$ cat src/rtl/contiguous_frame_allocator_unit_defines.svh
// Assertion macros for the contiguous frame allocator
`ifndef CONTIGUOUS_FRAME_ALLOCATOR_UNIT_DEFINES_SVH
`define CONTIGUOUS_FRAME_ALLOCATOR_UNIT_DEFINES_SVH
`ifndef SYNTHESIS
`define CFA_ASSERT_SAME(lbl, ante, cons, msg) \
  lbl: assert property (@(posedge clk_i) disable iff (!rst_ni) (ante) |-> (cons)) \
    else $error(msg);
`define CFA_ASSERT_NEXT(lbl, ante, cons, msg) \
  lbl: assert property (@(posedge clk_i) disable iff (!rst_ni) (ante) |=> (cons)) \
    else $error(msg);
`else
`define CFA_ASSERT_SAME(lbl, ante, cons, msg)
`define CFA_ASSERT_NEXT(lbl, ante, cons, msg)
`endif
`endif

$ cat src/rtl/cfa_pkg.sv
// Shared types and constants of the contiguous frame allocator
`default_nettype none
package cfa_pkg;
  localparam int unsigned MAX_FRAMES      = 1024;
  localparam int unsigned FRAMES_PER_WORD = 4;
  localparam int unsigned WORD_DEPTH      = MAX_FRAMES / FRAMES_PER_WORD;
  localparam int unsigned FIDX_W          = $clog2(MAX_FRAMES);
  localparam int unsigned CNT_W           = FIDX_W + 1;
  localparam int unsigned WADDR_W         = $clog2(WORD_DEPTH);
  localparam int unsigned WORD_W          = 2 * FRAMES_PER_WORD;

  typedef enum logic [1:0] {
    FS_FREE  = 2'd0,
    FS_INFO  = 2'd1,
    FS_HEAD  = 2'd2,
    FS_ALLOC = 2'd3
  } frame_state_e;

  typedef enum logic [1:0] {
    FN_ALLOC   = 2'd0,
    FN_RELEASE = 2'd1,
    FN_MARK    = 2'd2,
    FN_INIT    = 2'd3
  } func_e;

  typedef enum logic [1:0] {
    STS_OK      = 2'd0,
    STS_NORUN   = 2'd1,
    STS_NOTHEAD = 2'd2,
    STS_RANGE   = 2'd3
  } status_e;

  typedef enum logic [6:0] {
    S_CLEAR = 7'b0000001,
    S_IDLE  = 7'b0000010,
    S_SRCH  = 7'b0000100,
    S_MRD   = 7'b0001000,
    S_MWR   = 7'b0010000,
    S_RRD   = 7'b0100000,
    S_RWR   = 7'b1000000
  } fsm_e;

  localparam logic [0:0] CFG_FRAMES_IN_USE = 1'b0;
  localparam logic [0:0] CFG_INFO_IN_POOL  = 1'b1;
endpackage
`default_nettype wire

$ cat src/rtl/contiguous_frame_allocator_unit.sv
// Allocate searches the pool at four frames per word, then does a read-modify-write per word of the run;
// release and mark do a read-modify-write per word touched; init sweeps all 256 words.
// Range errors answer in the cycle after the start transfer. One item at a time, busy high meanwhile.
// The state RAM port (one word of four frames per cycle) sets the pace of each operation.
// Reset clears the pool in a sweep over all 256 words with busy high; results cannot be stalled.
`default_nettype none
`include "contiguous_frame_allocator_unit_defines.svh"
module contiguous_frame_allocator_unit
  import cfa_pkg::*;
(
  input  wire logic              clk_i,
  input  wire logic              rst_ni,
  input  wire logic              start,
  output logic                   busy,
  input  wire logic [1:0]        func_i,
  input  wire logic [FIDX_W-1:0] frame_index_i,
  input  wire logic [CNT_W-1:0]  frame_count_i,
  input  wire logic              cfg_valid_i,
  output logic                   cfg_ready_o,
  input  wire logic [0:0]        cfg_index_i,
  input  wire logic [CNT_W-1:0]  cfg_data_i,
  output logic                   done_o,
  output logic [1:0]             status_o,
  output logic [FIDX_W-1:0]      first_frame_o,
  output logic [CNT_W-1:0]       free_frames_o
);
  fsm_e                state_q, state_d;
  logic [CNT_W-1:0]    fiu_q;
  logic                info_cfg_q;
  logic [CNT_W-1:0]    pool_q, pool_d;
  logic                info_lat_q, info_lat_d;
  logic [CNT_W-1:0]    free_q, free_d;
  logic [CNT_W-1:0]    cnt_q, cnt_d;
  logic [WADDR_W-1:0]  addr_q, addr_d;
  logic [WADDR_W-1:0]  dw_q, dw_d;
  logic                rd_pend_q, rd_pend_d;
  logic [CNT_W-1:0]    run_q, run_d;
  logic [FIDX_W-1:0]   head_q, head_d;
  logic [FIDX_W-1:0]   last_q, last_d;
  logic                first_q, first_d;
  logic                clr_init_q, clr_init_d;
  logic                done_q, done_d;
  logic [1:0]          status_q, status_d;
  logic [FIDX_W-1:0]   ffr_q, ffr_d;

  logic                we;
  logic [WORD_W-1:0]   wdata;
  logic [WORD_W-1:0]   rdata;
  logic                accept;

  cfa_frame_ram #(.DEPTH(WORD_DEPTH), .WIDTH(WORD_W)) u_ram (
    .clk_i   (clk_i),
    .we_i    (we),
    .waddr_i (addr_q),
    .wdata_i (wdata),
    .raddr_i (addr_q),
    .rdata_o (rdata)
  );

  assign busy          = (state_q != S_IDLE);
  assign accept        = start && !busy;
  assign cfg_ready_o   = 1'b1;
  assign done_o        = done_q;
  assign status_o      = status_q;
  assign first_frame_o = ffr_q;
  assign free_frames_o = free_q;

  always_ff @(posedge clk_i or negedge rst_ni) begin
    if (!rst_ni) begin
      fiu_q      <= CNT_W'(MAX_FRAMES);
      info_cfg_q <= 1'b1;
    end else if (cfg_valid_i && cfg_ready_o) begin
      case (cfg_index_i)
        CFG_FRAMES_IN_USE: fiu_q      <= cfg_data_i;
        CFG_INFO_IN_POOL:  info_cfg_q <= cfg_data_i[0];
        default: ;
      endcase
    end
  end

  always_comb begin
    logic [CNT_W-1:0]  n_v;
    logic              rsv_v;
    logic [CNT_W-1:0]  sum_v;
    logic [CNT_W-1:0]  run_v;
    logic              found_v;
    logic [FIDX_W-1:0] end_v;
    logic [FIDX_W-1:0] f_v;
    logic [CNT_W-1:0]  hd_v;
    logic [CNT_W-1:0]  nxt_v;
    logic [2:0]        nd_v;
    logic              go_v;
    logic              bad_v;
    frame_state_e      ls_v;

    state_d    = state_q;
    pool_d     = pool_q;
    info_lat_d = info_lat_q;
    free_d     = free_q;
    cnt_d      = cnt_q;
    addr_d     = addr_q;
    dw_d       = dw_q;
    rd_pend_d  = 1'b0;
    run_d      = run_q;
    head_d     = head_q;
    last_d     = last_q;
    first_d    = first_q;
    clr_init_d = clr_init_q;
    done_d     = 1'b0;
    status_d   = status_q;
    ffr_d      = ffr_q;
    we         = 1'b0;
    wdata      = rdata;
    n_v        = '0;
    rsv_v      = 1'b0;
    sum_v      = '0;
    run_v      = run_q;
    found_v    = 1'b0;
    end_v      = '0;
    f_v        = '0;
    hd_v       = '0;
    nxt_v      = '0;
    nd_v       = '0;
    go_v       = 1'b1;
    bad_v      = 1'b0;
    ls_v       = FS_FREE;

    case (state_q)
      S_CLEAR: begin
        we    = 1'b1;
        wdata = '0;
        if (addr_q == '0 && info_lat_q) begin
          wdata[1:0] = FS_INFO;
        end
        addr_d = addr_q + 1'b1;
        if (addr_q == WADDR_W'(WORD_DEPTH - 1)) begin
          state_d = S_IDLE;
          if (clr_init_q) begin
            done_d   = 1'b1;
            status_d = STS_OK;
            ffr_d    = '0;
          end
        end
      end

      S_IDLE: begin
        if (accept) begin
          cnt_d = frame_count_i;
          ffr_d = '0;
          case (func_e'(func_i))
            FN_ALLOC: begin
              if (frame_count_i == '0 || frame_count_i > pool_q) begin
                done_d   = 1'b1;
                status_d = STS_RANGE;
              end else begin
                state_d = S_SRCH;
                addr_d  = '0;
                run_d   = '0;
              end
            end
            FN_RELEASE: begin
              if ({1'b0, frame_index_i} >= pool_q) begin
                done_d   = 1'b1;
                status_d = STS_RANGE;
              end else begin
                head_d  = frame_index_i;
                addr_d  = frame_index_i[FIDX_W-1:2];
                first_d = 1'b1;
                state_d = S_RRD;
              end
            end
            FN_MARK: begin
              sum_v = {1'b0, frame_index_i} + frame_count_i - 1'b1;
              if (frame_count_i == '0 || {1'b0, frame_index_i} >= pool_q ||
                  frame_count_i > pool_q - {1'b0, frame_index_i}) begin
                done_d   = 1'b1;
                status_d = STS_RANGE;
              end else begin
                head_d  = frame_index_i;
                last_d  = sum_v[FIDX_W-1:0];
                addr_d  = frame_index_i[FIDX_W-1:2];
                ffr_d   = frame_index_i;
                state_d = S_MRD;
              end
            end
            FN_INIT: begin
              n_v        = (fiu_q > CNT_W'(MAX_FRAMES)) ? CNT_W'(MAX_FRAMES) : fiu_q;
              rsv_v      = info_cfg_q && (n_v != '0);
              pool_d     = n_v;
              info_lat_d = rsv_v;
              free_d     = n_v - CNT_W'(rsv_v);
              addr_d     = '0;
              clr_init_d = 1'b1;
              state_d    = S_CLEAR;
            end
            default: ;
          endcase
        end
      end

      S_SRCH: begin
        // streaming reads: word addr_q issued, word dw_q arriving
        addr_d    = addr_q + 1'b1;
        rd_pend_d = 1'b1;
        dw_d      = addr_q;
        if (rd_pend_q) begin
          for (int k = 0; k < FRAMES_PER_WORD; k++) begin
            f_v  = {dw_q, 2'(k)};
            ls_v = frame_state_e'(rdata[2*k +: 2]);
            if (!found_v && {1'b0, f_v} < pool_q) begin
              run_v = (ls_v == FS_FREE) ? run_v + 1'b1 : '0;
              if (run_v == cnt_q) begin
                found_v = 1'b1;
                end_v   = f_v;
              end
            end
          end
          run_d = run_v;
          nxt_v = {({1'b0, dw_q} + 1'b1), 2'b00};
          if (found_v) begin
            hd_v      = {1'b0, end_v} + 1'b1 - cnt_q;
            head_d    = hd_v[FIDX_W-1:0];
            last_d    = end_v;
            ffr_d     = hd_v[FIDX_W-1:0];
            addr_d    = hd_v[FIDX_W-1:2];
            rd_pend_d = 1'b0;
            state_d   = S_MRD;
          end else if (nxt_v >= pool_q || dw_q == WADDR_W'(WORD_DEPTH - 1)) begin
            done_d   = 1'b1;
            status_d = STS_NORUN;
            ffr_d    = '0;
            state_d  = S_IDLE;
          end
        end
      end

      S_MRD: state_d = S_MWR;

      S_MWR: begin
        for (int k = 0; k < FRAMES_PER_WORD; k++) begin
          f_v = {addr_q, 2'(k)};
          if (f_v inside {[head_q:last_q]}) begin
            if (frame_state_e'(rdata[2*k +: 2]) == FS_FREE) begin
              nd_v = nd_v + 1'b1;
            end
            wdata[2*k +: 2] = (f_v == head_q) ? FS_HEAD : FS_ALLOC;
          end
        end
        we     = 1'b1;
        free_d = (free_q > CNT_W'(nd_v)) ? free_q - CNT_W'(nd_v) : '0;
        if (addr_q == last_q[FIDX_W-1:2]) begin
          done_d   = 1'b1;
          status_d = STS_OK;
          state_d  = S_IDLE;
        end else begin
          addr_d  = addr_q + 1'b1;
          state_d = S_MRD;
        end
      end

      S_RRD: state_d = S_RWR;

      S_RWR: begin
        // free the head, then allocated frames until the first other state
        for (int k = 0; k < FRAMES_PER_WORD; k++) begin
          f_v  = {addr_q, 2'(k)};
          ls_v = frame_state_e'(rdata[2*k +: 2]);
          if (f_v < head_q) begin
            wdata[2*k +: 2] = ls_v;
          end else if (f_v == head_q && first_q) begin
            if (ls_v != FS_HEAD) begin
              bad_v = 1'b1;
            end
            wdata[2*k +: 2] = FS_FREE;
            nd_v            = nd_v + 1'b1;
          end else if (go_v && {1'b0, f_v} < pool_q && ls_v == FS_ALLOC) begin
            wdata[2*k +: 2] = FS_FREE;
            nd_v            = nd_v + 1'b1;
          end else begin
            go_v = 1'b0;
          end
        end
        ffr_d = '0;
        if (bad_v) begin
          done_d   = 1'b1;
          status_d = STS_NOTHEAD;
          state_d  = S_IDLE;
        end else begin
          we      = 1'b1;
          free_d  = free_q + CNT_W'(nd_v);
          first_d = 1'b0;
          if (go_v && addr_q != WADDR_W'(WORD_DEPTH - 1)) begin
            addr_d  = addr_q + 1'b1;
            state_d = S_RRD;
          end else begin
            done_d   = 1'b1;
            status_d = STS_OK;
            state_d  = S_IDLE;
          end
        end
      end

      default: state_d = S_IDLE;
    endcase
  end

  always_ff @(posedge clk_i or negedge rst_ni) begin
    if (!rst_ni) begin
      state_q    <= S_CLEAR;
      pool_q     <= CNT_W'(MAX_FRAMES);
      info_lat_q <= 1'b1;
      free_q     <= CNT_W'(MAX_FRAMES - 1);
      addr_q     <= '0;
      rd_pend_q  <= 1'b0;
      first_q    <= 1'b0;
      clr_init_q <= 1'b0;
      done_q     <= 1'b0;
    end else begin
      state_q    <= state_d;
      pool_q     <= pool_d;
      info_lat_q <= info_lat_d;
      free_q     <= free_d;
      addr_q     <= addr_d;
      rd_pend_q  <= rd_pend_d;
      first_q    <= first_d;
      clr_init_q <= clr_init_d;
      done_q     <= done_d;
    end
  end

  always_ff @(posedge clk_i) begin
    cnt_q    <= cnt_d;
    dw_q     <= dw_d;
    run_q    <= run_d;
    head_q   <= head_d;
    last_q   <= last_d;
    status_q <= status_d;
    ffr_q    <= ffr_d;
  end

  `CFA_ASSERT_SAME(a_free_le_pool, done_o, free_frames_o <= pool_q, "free count above pool size")
  `CFA_ASSERT_NEXT(a_busy_after_start, accept, busy || done_o, "start transfer not taken")
  `CFA_ASSERT_SAME(a_done_idle, done_o, !busy, "result while still busy")
  `CFA_ASSERT_NEXT(a_single_strobe, done_o && !accept, !done_o, "result strobe too long")

endmodule
`default_nettype wire

$ cat src/rtl/cfa_frame_ram.sv
// Single-port-write, registered-read RAM holding packed frame states
`default_nettype none
module cfa_frame_ram #(
  parameter int unsigned DEPTH = 256,
  parameter int unsigned WIDTH = 8
) (
  input  wire logic                     clk_i,
  input  wire logic                     we_i,
  input  wire logic [$clog2(DEPTH)-1:0] waddr_i,
  input  wire logic [WIDTH-1:0]         wdata_i,
  input  wire logic [$clog2(DEPTH)-1:0] raddr_i,
  output logic      [WIDTH-1:0]         rdata_o
);
  logic [WIDTH-1:0] mem [DEPTH];

  always_ff @(posedge clk_i) begin
    if (we_i) begin
      mem[waddr_i] <= wdata_i;
    end
  end

  always_ff @(posedge clk_i) begin
    rdata_o <= mem[raddr_i];
  end
endmodule
`default_nettype wire
$ cat config.mk
export PLATFORM = sky130hd
export DESIGN_NAME = contiguous_frame_allocator_unit
export DESIGN_NICKNAME = d
export VERILOG_FILES = /design/src/rtl/cfa_pkg.sv /design/src/rtl/contiguous_frame_allocator_unit.sv /design/src/rtl/cfa_frame_ram.sv
export VERILOG_INCLUDE_DIRS = /design/src /design/src/rtl
export SDC_FILE = /design/constraint.sdc
export NUM_CORES = 2
export LEC_CHECK = 0
export BUFFER_PORTS_ARGS = -buffer_cell sky130_fd_sc_hd__buf_4
export CELL_PAD_IN_SITES_DETAIL_PLACEMENT = 1
export CELL_PAD_IN_SITES_GLOBAL_PLACEMENT = 1
export CORE_UTILIZATION = 55
export CTS_CLUSTER_DIAMETER = 40
export CTS_CLUSTER_SIZE = 14
export DETAILED_ROUTE_END_ITERATION = 10
export PLACE_DENSITY = 0.9
export SKIP_CTS_REPAIR_TIMING = 1
export SLEW_MARGIN = 20
export SYNTH_ARGS = -nofsm -noshare
export SYNTH_HDL_FRONTEND = slang
export SYNTH_SLANG_ARGS = --single-unit
$ cat constraint.sdc
create_clock -name clk_i -period 22.8 [get_ports clk_i]
set_clock_uncertainty 0.1 [all_clocks]
set_input_delay 1.14 -clock clk_i [delete_from_list [all_inputs] [get_ports clk_i]]
set_output_delay 1.14 -clock clk_i [all_outputs]
set_load 0.02 [all_outputs]
**Word-level counts from Yosys, hierarchy flattened**

Memories as Yosys holds them, arrays and structs flattened. A register that Yosys moved wholly into a read port is not among the register bits.
Index checks and enable logic that the tools add are counted.

- Add/subtract/negate cells: 20
- $lt $le $gt $ge: 26
- Equal/unequal tests: 59
- Multiplexer cells: 216
- Bitwise gates (word level): 1
- Reduce and logical (&&, ||, !) cells: 57

Operator list:

| operator | number |
|---|---|
| $mux 10 | 28 |
| $mux 11 | 23 |
| $lt 10x11->1 | 8 |
| $mux 1 | 77 |
| $mux 8 | 9 |
| $mux 3 | 23 |
| $pmux 10 s2 | 3 |
| $mux 2 | 28 |
| $mux 7 | 8 |
| $pmux 7 s7 | 1 |
| $add 11x1->11 const B | 4 |
| $eq 11x11->1 | 4 |
| $eq 10x10->1 | 4 |
| $ge 10x10->1 | 4 |
| $le 10x10->1 | 4 |
| $lt 10x10->1 | 4 |
| $pmux 10 s4 | 1 |
| $pmux 8 s5 | 1 |
| $ne 2x2->1 const B | 19 |
| $pmux 11 s3 | 1 |
| $pmux 8 s4 | 1 |
| $pmux 7 s4 | 1 |
| $ne 3x3->1 const B | 8 |
| $pmux 8 s3 | 1 |
| 61 further kinds | 114 |

- Register bits: 116
- Bits in writable memories: 2048
- Input port bits: 39
- Output and inout bits: 26
- Logic and storage cells: 398
- Memories kept: 1

Memory list:

| name | words | width | read ports | clocked after Yosys merged registers in | write ports | RTL line | text |
|---|---|---|---|---|---|---|---|
| u_ram.mem | 256 | 8 | 1 | 1 | 1 | cfa_frame_ram.sv:14 | `logic [WIDTH-1:0] mem [DEPTH];` |

**Logic depth before layout (Yosys ltp)**

- Word-level depth: 29
- Gate-level depth with buffers: 53
- Mapped depth without buffers: 45

**By module**

Synthesis repeated with hierarchy kept, for this count alone.

- Cells, all modules: 5470
- Area, all modules: 93509.7 µm²

By module, submodules not included:

| module | instances | cells each | area an instance (µm²) | sequential area each (µm²) |
|---|---|---|---|---|
| cfa_frame_ram | 1 | 3733 | 79556.3 | 61659.1 |
| contiguous_frame_allocator_unit | 1 | 1737 | 13953.4 | 3231.8 |

**Worst setup path before layout**

Ideal clock, no wire load.

- Path type: register to register
- Start point: register addr_q[0]
- End point: memory u_ram.mem[0][2], data pin
- Setup time: 2.188 ns
- Arrival: 14.209 ns
- Required time: 20.512 ns
- Path slack: 6.304 ns
- Stages on the path, launching flop included: 17
- Clock period less this slack: 16.496 ns
- Cells stage by stage: dfrtp_1 -> clkbuf_1 -> clkbuf_1 -> buf_1 -> buf_1 -> clkbuf_1 -> clkbuf_1 -> inv_1 -> ha_1 -> nand3_1 -> nor3_1 -> or2_2 -> and3_1 -> nor2_1 -> o21ai_0 -> a21oi_1 -> o21ai_0

- Longest elaborated chain between the ends: 12

RTL lines:

| element | RTL line | text |
|---|---|---|
| start, declared | contiguous_frame_allocator_unit.sv:34 | `logic [WADDR_W-1:0] addr_q, addr_d;` |
| start signal, assigned | contiguous_frame_allocator_unit.sv:323 | `addr_q <= addr_d;` |
| $lt 10x11->1 | contiguous_frame_allocator_unit.sv:276 | `end else if (go_v && {1'b0, f_v} < pool_q && ls_v == FS_ALLOC) begin` |
| $logic_and 1x1->1 | contiguous_frame_allocator_unit.sv:276 |  |
| $mux 1 | contiguous_frame_allocator_unit.sv:276 |  |
| $mux 1 | contiguous_frame_allocator_unit.sv:270 | `end else if (f_v == head_q && first_q) begin` |
| $mux 1 | contiguous_frame_allocator_unit.sv:268 | `if (f_v < head_q) begin` |
| $mux 1 | contiguous_frame_allocator_unit.sv:128 | `case (state_q)` |
| $logic_and 1x1->1 (2 in a row) | contiguous_frame_allocator_unit.sv:276 |  |
| $mux 2 | contiguous_frame_allocator_unit.sv:276 |  |
| $mux 2 | contiguous_frame_allocator_unit.sv:270 |  |
| $mux 2 | contiguous_frame_allocator_unit.sv:268 |  |
| $pmux 8 s3 * | contiguous_frame_allocator_unit.sv:128 |  |
| net u_ram.wdata_i[2] | cfa_frame_ram.sv:10 | `input wire logic [WIDTH-1:0] wdata_i,` |
| end, declared | cfa_frame_ram.sv:14 |  |

The timed path passes the listed nets; every way through them passes the cells marked *. The select of a mux whose other input is x is not followed.

**Worst setup path after layout**

- Start point: register dw_q[0]
- End point: register addr_q[7]

- Longest elaborated chain between the ends: 28

RTL lines:

| element | RTL line | text |
|---|---|---|
| start, declared | contiguous_frame_allocator_unit.sv:35 | `logic [WADDR_W-1:0] dw_q, dw_d;` |
| start signal, assigned | contiguous_frame_allocator_unit.sv:333 | `dw_q <= dw_d;` |
| parallel branches: the longest is 25 deep, another holds $lt 10x11->1 | - |  |
| $mux 8 * | contiguous_frame_allocator_unit.sv:220 | `if (found_v) begin` |
| $mux 8 * | contiguous_frame_allocator_unit.sv:206 | `if (rd_pend_q) begin` |
| $pmux 8 s5 * | contiguous_frame_allocator_unit.sv:128 |  |

Every way passes the cells marked *. The select of a mux whose other input is x is not followed.
A chain may end at the register's enable or synchronous reset.

==> summary.md <==
| Metric | Value |
|---|---|
| Outcome | complete, no violations |
| Core Util, Final | about three fifths |
| Total GRT Usage | 36.2% |
| Routed WL | between 300000 and 400000 um |
| Crit path required time | 23430 ps |
| GRT overflow | 0 |
| Post-synth top area share | between 60% and 70% |
| Worst hold slack | about 280 ps |
| Unrepaired setup endpoints after global routing | false |
| CTS tree | done |
| Synth Register Bits | roughly 2200 |
| Die H | 414 um |
| PwrDens | about 140 nW/um^2 |
| Std-Cell Rows | 150 |
| Crit-path most repeated cell | ha_1 |
| Initial DRT Pass Iterations | 9 |
| Final nets | around 5400 |
| Fmax | 82.7 MHz |
| Starting Density | 55.6% |
| Crit Reg-Reg Startpoint | dw_q[0] |
| Drt wl/cell | around 41 um |
| Slowest stage delay, CP | a little under 800 ps |
| Post-synth EDFFs | 2110 |
| GP Congestion | slightly above 0.9 |
| Synth area leaders | edfxtp_1, mux4_2, ha_1 |
| # DRC | 0 |
| Total of warnings raised by yosys | 0 |
| Peak VDD IR | between 0.1 and 0.15 mV |
| CTS Buf Count | between 200 and 250 |
| Ports | 65 |
| Biggest area consumer among synthesized cells | edfxtp_1 |
| First-pass GRT wire length | between 400000 and 500000 um |
| Via density | 7.49 |
| Syn avg cell area | 18.3 um^2 |
| Startpoint types | register |
| Mapped Cells | 5115 |
| Clock transition at the registers of the reported paths | around 50 ps |
| Crit path max-delay family | compound AO/OA/AOI/OAI gates |
| Mapped Nets | 5300 |
| Static leakage | 0.0331 uW |
| Slowest cell on the critical path | or2_1 |
| Fin crit share | 53.0% |
| Slew Limit Fails | 0 |
| PnR worst setup slack | about 11000 ps |
| Die Span X | just over 400 um |
| Critical Path End Type | register |
| CP Buf/Inv Count | 1 |
| Tot Pwr | around 15000 uW |
| Pre-CTS setup slack | about 11000 ps |
| Clock latency on the worst-skew pair | approximately 900 ps |
| DP HPWL | between 150000 and 200000 um |
| Sink Count | around 2200 |
| Kind of critical path | reg2reg |
| Max FO, Critical Path | 34 |
| Worst reg2reg setup slack | 10710 ps |
| Vias in the first global route | 56600 |
| Clock tree buffer depth | 3 |
| Synth Cell Area | 93400 um^2 |
| Register area share after synthesis | a little over two thirds |
| Die area | 171000 um^2 |
| Htree depth | 4 |
| Top-count cell post-synth | edfxtp_1 |
| Core area | between 150000 and 200000 um^2 |
| Port buffer count | 63 |
| Slew @ Worst Pin | between 1000 and 1500 ps |
| Most common flop cell mapped by yosys | edfxtp_1 |
| Synth cell count leaders | edfxtp_1, mux4_2, nor2_1 |
| Share of post-route cells with drive strength above 1 | between 20% and 30% |
| Via count | 56600 |
| Initial antenna violation count | 19 |
| Post-route ant nets | 0 |
| Unique masters post-synth | 121 |
| Final Critical Period | approximately 12000 ps |
| 1st-iter DRT viols | approximately 10000 |
| CTS Root Cell | clkbuf_16 |
| TNS Setup | 0 ps |
| Post-synthesis async set-or-reset flop share | roughly 2.5% |
| Maximum number of pins on one net before global-route repair | around 260 |
| R2R depth | 43 |
| Final Setup Violations | 0 |
| Max_slew headroom | 22.4% |
| Max Cap Viol | 0 |
| Final Hold Viols | 0 |
| Worst Hold Class | in2async |
| Worst reg2reg endpoint | addr_q[7] |
| CP Data Arrival Time | roughly 13000 ps |
| Filler cell count | approximately 14000 |
| Area Overhead vs Synth | 10.9% |
[stage by stage]
stage,cell area (um^2),std cells
2_1_floorplan,93400,5115
3_3_place_gp,96300,7161
3_5_place_dp,96300,7161
4_1_cts,103000,7528
5_1_grt,104000,7539
6_report,104000,7553
[report_power, final]
part           internal (uW)  switching [uW]  total (uW)
logic                   1870            3570        5440
registers               5230             176        5400
clock network           1990            1700        3690
[cell families after synthesis]
logic type      count (synthesis)  share of synthesized area, %
flops                        2172                          69.5
fa+ha+maj                     146                          2.00
other cells                     1                       0.00402
buf+inv                       427                          1.81
mux                           718                          16.6
compound gates                573                          4.23
xor+xnor                       84                         0.804
simple gates                  994                          5.09
[state kept, by name (all words and copies together) (netlist names), 7 cells and up]
| signal | cells |
|---|---|
| addr_q | 8 |
| cnt_q | 11 |
| dw_q | 8 |
| first_frame_o | 10 |
| fiu_q | 11 |
| free_frames_o | 11 |
| head_q | 10 |
| last_q | 10 |
| pool_q | 11 |
| run_q | 11 |
| state_q | 7 |
| u_ram.mem | 2048 |
| u_ram.rdata_o | 8 |
[how the worst max path moves through the flow]
stage	end	depth (start not counted)	slack (ps)	from
floorplan	u_ram.mem[0][2]	16	6300	addr_q[0]
global placement	addr_q[7]	43	11370	dw_q[0]
detailed placement	addr_q[7]	43	11130	dw_q[0]
CTS	addr_q[7]	43	11030	dw_q[0]
global route	addr_q[7]	43	9980	pool_q[2]
finish	addr_q[7]	43	10710	dw_q[0]
[final cells by class]
class / instances / area, um^2 / share of cell area (%)
Sequential cell: 2172 / 64900 / 62.7
Timing Repair Buffer: 147 / 1400 / 1.36
Antenna cell: 16 / 40.0 / 0.0387
Inverter: 131 / 499 / 0.482
Clock inverter: 122 / 1390 / 1.35
Tap cell: 2204 / 2760 / 2.66
Clock buffer: 245 / 5590 / 5.40
Multi-Input combinational cell: 2516 / 27000 / 26.0
[cell usage in the layout, fill, tap and decap left out, types with 126 or more instances in the layout]
master,count
a21oi_1,127
buf_4,127
clkbuf_16,219
edfxtp_1,2110
ha_1,141
inv_1,126
mux4_2,654
nand2_1,183
nor2_1,392
o21ai_0,132
[metal layers]
| metal | share of wire (%) | track usage, % |
|---|---|---|
| met1 | 33 | 46.5 |
| met2 | 47 | 56.6 |
| met3 | 12 | 8.60 |
| met4 | 7.4 | 21.5 |
| met5 | 0.043 | 0 |
(Power assumes the default switching activity.)
